**src/hdl/sbbf_pkg.sv**
```systemverilog
`timescale 1ns / 1ps

package sbbf_pkg;

  localparam int MAX_BLOCKS      = 4096;
  localparam int WORDS_PER_BLOCK = 8;
  localparam int WORD_W          = 32;
  localparam int ROW_W           = WORD_W * WORDS_PER_BLOCK;
  localparam int HASH_W          = 64;
  localparam int KEY_W           = 32;
  localparam int CFG_W           = 13;
  localparam int BIT_SEL_W       = 5;
  localparam int BLK_AW          = (MAX_BLOCKS > 1) ? $clog2(MAX_BLOCKS) : 1;
  localparam int BLK_CW          = $clog2(MAX_BLOCKS + 1);
  localparam int PROD_W          = KEY_W + BLK_CW;

  localparam logic [CFG_W-1:0] BLOCK_COUNT_RST = CFG_W'(4096);

  localparam logic OP_INSERT = 1'b0;
  localparam logic OP_TEST   = 1'b1;

  typedef logic [BLK_AW-1:0] blk_addr_t;
  typedef logic [ROW_W-1:0]  row_t;

  typedef struct packed {
    logic      opcode;
    blk_addr_t block;
    row_t      masks;
  } probe_t;

  function automatic logic [WORD_W-1:0] salt(input int unsigned idx);
    logic [WORD_W-1:0] s;
    begin
      case (idx)
        0:       s = 32'h47b6137b;
        1:       s = 32'h44974d91;
        2:       s = 32'h8824ad5b;
        3:       s = 32'ha2b7289d;
        4:       s = 32'h705495c7;
        5:       s = 32'h2df1424b;
        6:       s = 32'h9efc4947;
        default: s = 32'h5c6bfb31;
      endcase
      return s;
    end
  endfunction

endpackage

```
**src/hdl/sbbf_hash.sv**
```systemverilog
`timescale 1ns / 1ps

module sbbf_hash (
  input  logic                         clk,
  input  logic                         en,
  input  logic                         opcode,
  input  logic [sbbf_pkg::HASH_W-1:0]  hash_value,
  input  logic [sbbf_pkg::BLK_CW-1:0]  n_eff,
  output sbbf_pkg::probe_t             probe_r
);

  logic [sbbf_pkg::KEY_W-1:0]  upper;
  logic [sbbf_pkg::KEY_W-1:0]  key;
  logic [sbbf_pkg::PROD_W-1:0] blk_prod;
  sbbf_pkg::probe_t            probe_nxt;

  assign upper = hash_value[sbbf_pkg::HASH_W-1 -: sbbf_pkg::KEY_W];
  assign key   = hash_value[sbbf_pkg::KEY_W-1:0];

  always_comb begin
    logic [sbbf_pkg::WORD_W-1:0]    prod;
    logic [sbbf_pkg::BIT_SEL_W-1:0] bsel;
    blk_prod = sbbf_pkg::PROD_W'(upper) * sbbf_pkg::PROD_W'(n_eff);
    probe_nxt.opcode = opcode;
    probe_nxt.block  = blk_prod[sbbf_pkg::KEY_W +: sbbf_pkg::BLK_AW];
    probe_nxt.masks  = '0;
    for (int i = 0; i < sbbf_pkg::WORDS_PER_BLOCK; i++) begin
      prod = key * sbbf_pkg::salt(i);
      bsel = prod[sbbf_pkg::WORD_W-1 -: sbbf_pkg::BIT_SEL_W];
      probe_nxt.masks[i*sbbf_pkg::WORD_W + int'(bsel)] = 1'b1;
    end
  end

  always_ff @(posedge clk) begin
    if (en) begin
      probe_r <= probe_nxt;
    end
  end

endmodule
```
**config.mk**
```make
export PLATFORM = sky130hd
export DESIGN_NAME = sbbf_hash
export DESIGN_NICKNAME = d
export VERILOG_FILES = /design/src/hdl/sbbf_pkg.sv /design/src/hdl/sbbf_hash.sv
export SDC_FILE = /design/constraint.sdc
export NUM_CORES = 2
export LEC_CHECK = 0
export BUFFER_PORTS_ARGS = -buffer_cell sky130_fd_sc_hd__buf_4
export CORE_AREA = 2 2 497 499
export CTS_BUF_LIST = sky130_fd_sc_hd__clkbuf_8 sky130_fd_sc_hd__clkbuf_16
export CTS_CLUSTER_DIAMETER = 120
export CTS_CLUSTER_SIZE = 25
export DETAILED_ROUTE_END_ITERATION = 8
export DIE_AREA = 0 0 499 501
export SYNTH_ARGS = -nofsm -noshare
export SYNTH_HDL_FRONTEND = slang
export SYNTH_SLANG_ARGS = --single-unit
export TNS_END_PERCENT = 30
```
**constraint.sdc**
```tcl
create_clock -name clk -period 24.5 [get_ports clk]
set_clock_uncertainty 0.05 [all_clocks]
set_input_delay 4.9 -clock clk [delete_from_list [all_inputs] [get_ports clk]]
set_output_delay 4.9 -clock clk [all_outputs]
set_load 0.1 [all_outputs]
```
# Yosys cells after proc, flatten, opt, wreduce, memory -nomap -nowiden
# Cells that the tools add are included.
[totals]
regBits = 269
out_inout_bits = 269
elab_cells = 66
[classes]
add_sub_neg = 7
n_mul = 9
n_lt_le_gt_ge = 16
mux = 16
n_bitwise = 7
n_reduce_logical = 8
[op_table]
columns = ["op", "n"]
rows = [
  ["bitwise OR 256 bit", 6],
  ["bitwise OR 32 x 256 -> 256 bit", 1],
  ["multiplier 32 x 31 -> 32 bit (second input constant)", 4],
  ["multiplier 32 x 32 -> 32 bit (second input constant)", 3],
  ["demux 1 bit (select 8 bit)", 7],
  ["multiplier 32 x 13 -> 44 bit", 1],
  ["adder 8 x 5 -> 9 bit (first input constant)", 4],
  [">= comparator 9 x 1 -> 1 bit (second input constant)", 4],
  ["< comparator 9 bit (second input constant)", 4],
  ["multiplier 32 x 30 -> 32 bit (second input constant)", 1],
  ["< comparator 8 x 9 -> 1 bit (second input constant)", 2],
  ["adder 7 x 5 -> 8 bit (first input constant)", 2],
  [">= comparator 8 x 1 -> 1 bit (second input constant)", 2],
  ["< comparator 5 x 9 -> 1 bit (second input constant)", 1],
  ["< comparator 7 x 9 -> 1 bit (second input constant)", 1],
  ["logical AND 1 bit", 8],
  ["two-way mux 1 bit", 8],
  ["adder 6 x 5 -> 7 bit (first input constant)", 1],
  [">= comparator 7 x 1 -> 1 bit (second input constant)", 1],
  ["demux 1 bit (select 5 bit)", 1],
  [">= comparator 5 x 1 -> 1 bit (second input constant)", 1],
]

# Logic depth before layout (Yosys ltp)
[depth]
ltp_word = 13
depth_mapped = 28

# Least setup slack after synthesis
# Ideal clock, no wire load.
[synth_timing]
path_kind = "input to register"
start = "input hash_value[6] (netlist bit)"
end = "register probe_r[128] (netlist bit) (data pin)"
setup_time_ns = 0.263
t_arrival_ns = 11.255
setup_slack_ns = 12.932
path_stages = 28
path_cell_list = "ha_1 > xnor2_1 > inv_1 > ha_1 > or2_2 > inv_1 > fa_1 > fa_1 > inv_1 > fa_1 > inv_1 > fa_1 > inv_1 > fa_1 > inv_1 > fa_1 > inv_1 > ha_1 > a21o_1 > a21o_1 > a41o_1 > a221oi_1 > o31ai_1 > a21oi_1 > xnor2_1 > or2_2 > clkbuf_1 > nor2_1"
[synth_rtl]
columns = ["item", "line_no", "source"]
rows = [
  ["from (decl)", "sbbf_hash.sv:7", "input logic [sbbf_pkg::HASH_W-1:0] hash_value,"],
  ["to (signal assigned)", "sbbf_hash.sv:36", "probe_r <= probe_nxt;"],
  ["to (decl)", "sbbf_hash.sv:9", "output sbbf_pkg::probe_t probe_r"],
]

==> results.txt <==
The average routed wire per standard cell works out to 28.2 microns. The clock passes through at most 3 buffers. The flow ran to the end, and the final reports show no timing, DRC or antenna violations. At the pin with the least slew margin, the transition time is 1.27 ns. The critical path class was in2reg. Across the run, the number of max-cap violations was 0. Endpoint class of the critical path: a flop. Hold path startpoint: opcode. Static timing analysis puts the maximum clock frequency at 0.0741 GHz. In the final layout, the registers with the most flip-flops are probe_r x269.

The tools report the number of cells produced by synthesis as 6845. In the layout the commonest cells are sky130_fd_sc_hd__inv_1, sky130_fd_sc_hd__fa_1, sky130_fd_sc_hd__ha_1. From left edge to right edge, the die measures 499 microns. Clock transition at the registers of the reported paths: 0.10 ns.

The root buffer cell chosen for the clock tree is sky130_fd_sc_hd__clkbuf_16. Total track usage: 0.237. The TritonCTS sink count is 269. The net count after synthesis came out at 9749.

For the number of global-route vias before repair, the log shows 55500. Cell count of the worst hold path: 1. The period utilization was 0.550. Post-CTS repair changed the size of 0 cells. Data arrives at the worst endpoint at 13.76 ns. Routability-driven placement finished with a final weighted congestion of 1.12. The synthesis warning total was 0.

The register with the most flip-flops in the layout has 269 of them. The run gives 1 as the number of H-tree levels. The portion of the post-synthesis area used by sequential elements is 0.111, and the setup TNS is 0 ns.

The time the worst path needs with I/O delays and setup came out at 13.49 ns. The count of unique library cells instantiated by Yosys came out at 81. Setup violations remaining at the end of the flow were counted as 0. Relative to the synthesized area, the layout overhead comes to 10.1%. For this design the top-level I/O count stands at 349.

The commonest non-fill, non-tap cell in the layout is sky130_fd_sc_hd__inv_1. The tools report the capture endpoint of the worst hold path as probe_r[268]$_DFFE_PP_. Most numerous cell on the critical path: sky130_fd_sc_hd__inv_1.

The pre-antenna-repair detailed-routing pass consisted of 6 iterations. The HPWL reported at the end of detailed placement is 252 mm, and the die footprint is 250000 sq um. The core region is 245000 sq um. The worst min-delay path class was in2reg. Data on the critical path is required at its endpoint by 24.78 ns. The fraction of final layout cells sized beyond drive strength 1 was 0.0674; the DRC marker count from the first detailed-route iteration was 4256. In this run the vertical extent of the chip is 501 microns. Once detail routing completed, the nets flagged for antenna violations numbered 0. The floorplan has 182 rows.

The run gives 0.299 as the starting utilization of the core area. The total via count in the routed design is 50900, and the number of port buffers is 348. Number of synthesized flops with an enable pin: 269. Of all nets on the critical path, the largest fanout is 17. The top flip-flop cell by instance count after synthesis is sky130_fd_sc_hd__edfxtp_1.

The post-detailed-route DRC marker count is 0. The run gives 16 as the TritonCTS buffer count. In this run, post-CTS hold repair placed 0 buffers.

The worst-case headroom to the max-slew limit is 0.153. The first-pass GRT wire length is 417 mm, and the count of pins over their slew limit is 0. In this design, the stage delay of the slowest critical-path cell is 0.91 ns.

Pin count of the biggest net entering global routing: 77. After clock tree synthesis, the setup repair step added 0 buffers. A synthesized cell averages 10.7 sq um. For the number of hold violations in the final report, the log shows 0.

On the critical path, the stage with the largest delay is an instance of sky130_fd_sc_hd__a31oi_1. For the residual overflow from global routing, the log shows 0. Counting flops per register, the top entry is probe_r.

TritonCTS built the clock tree. Detailed-route vias per instance: 4.89. The proportion of register bits with asynchronous set or reset after synthesis is 0, and the number of register bits inferred by synthesis is 269. The logs give 73100 sq um for the area of the mapped netlist and 294 mm for the wire length reported by the detailed router. The final layout contains 10100 nets.

The worst setup path is launched from a primary input. Setup repair after global routing left no endpoint under its margin. For the initial antenna violation count, the log shows 13.
==> through the flow <==
step                      hold WS [ns]   util  setup WS [ns]  instance area, sq um  std cells
after floorplan                   4.95      -          12.93                 73100       6845
after global placement            5.03  0.327           9.97                 80000      10400
after global routing              4.36  0.329          10.84                 80500      10400
final                             4.38  0.329          11.01                 80500      10400
after detailed placement          5.03  0.327          10.50                 80000      10400
after CTS                         4.36  0.329          11.12                 80500      10400
==> Yosys cell counts, drive strengths merged, types with 64 or more instances <==
master,number,area share
nand2,359,0.018
inv,2038,0.10
o21ai,64,0.0045
xnor2,236,0.028
xor2,67,0.0081
fa,1599,0.44
ha,1225,0.21
edfxtp,269,0.11
a21oi,74,0.0051
and2,167,0.014
clkbuf,87,0.0045
nor2,222,0.011
==> final cells by class <==
type	instances	area [sq um]
well taps	3220	4030
flip-flops and latches	269	8080
clock buffers	17	425
repair buffers	425	3200
clock inverters	6	92.6
fillers	24900	164000
multi-input cells	4441	57000
diodes	7	17.5
inverters	2038	7650
==> routing by layer <==
layer	share of wire	track usage	up-vias
met5	0.00025	0	-
met4	0.081	0.153	12
met1	0.39	0.299	26400
met2	0.43	0.354	2463
li1	-	-	21400
met3	0.099	0.0690	619
==> worst max-delay path by stage <==
| stage | startpoint | end | slack, ns | cells after the start |
|---|---|---|---|---|
| after detailed placement | hash_value[8] | probe_r[98]$_DFFE_PP_ | 10.50 | 26 |
| after CTS | hash_value[8] | probe_r[98]$_DFFE_PP_ | 11.12 | 26 |
| after global routing | hash_value[8] | probe_r[107]$_DFFE_PP_ | 10.84 | 20 |
| final | hash_value[8] | probe_r[98]$_DFFE_PP_ | 11.01 | 26 |
| after global placement | hash_value[8] | probe_r[90]$_DFFE_PP_ | 9.97 | 22 |
| after floorplan | hash_value[6] | probe_r[128]$_DFFE_PP_ | 12.93 | 28 |
==> critical path: cells and delay by family <==
kind | cells | cell delay [ns]
AO/OA/AOI/OAI | 4 | 1.78
XOR/XNOR | 1 | 0.41
adder cells (fa/ha/maj) | 9 | 3.92
buffers and inverters | 8 | 1.88
AND/OR/NAND/NOR | 4 | 0.78
==> cells by family after synthesis <==
logic type / Yosys count / share of synthesized area
flops: 269 / 0.111
buf+inv: 2135 / 0.110
simple gates: 977 / 0.0630
compound gates: 332 / 0.0314
fa+ha+maj: 2824 / 0.648
xor+xnor: 305 / 0.0372
mux: 3 / 0.000411
Power is left out: the tool's default activity adds up to more than one toggle a clock period on the data nets, which glitch-free logic cannot reach.
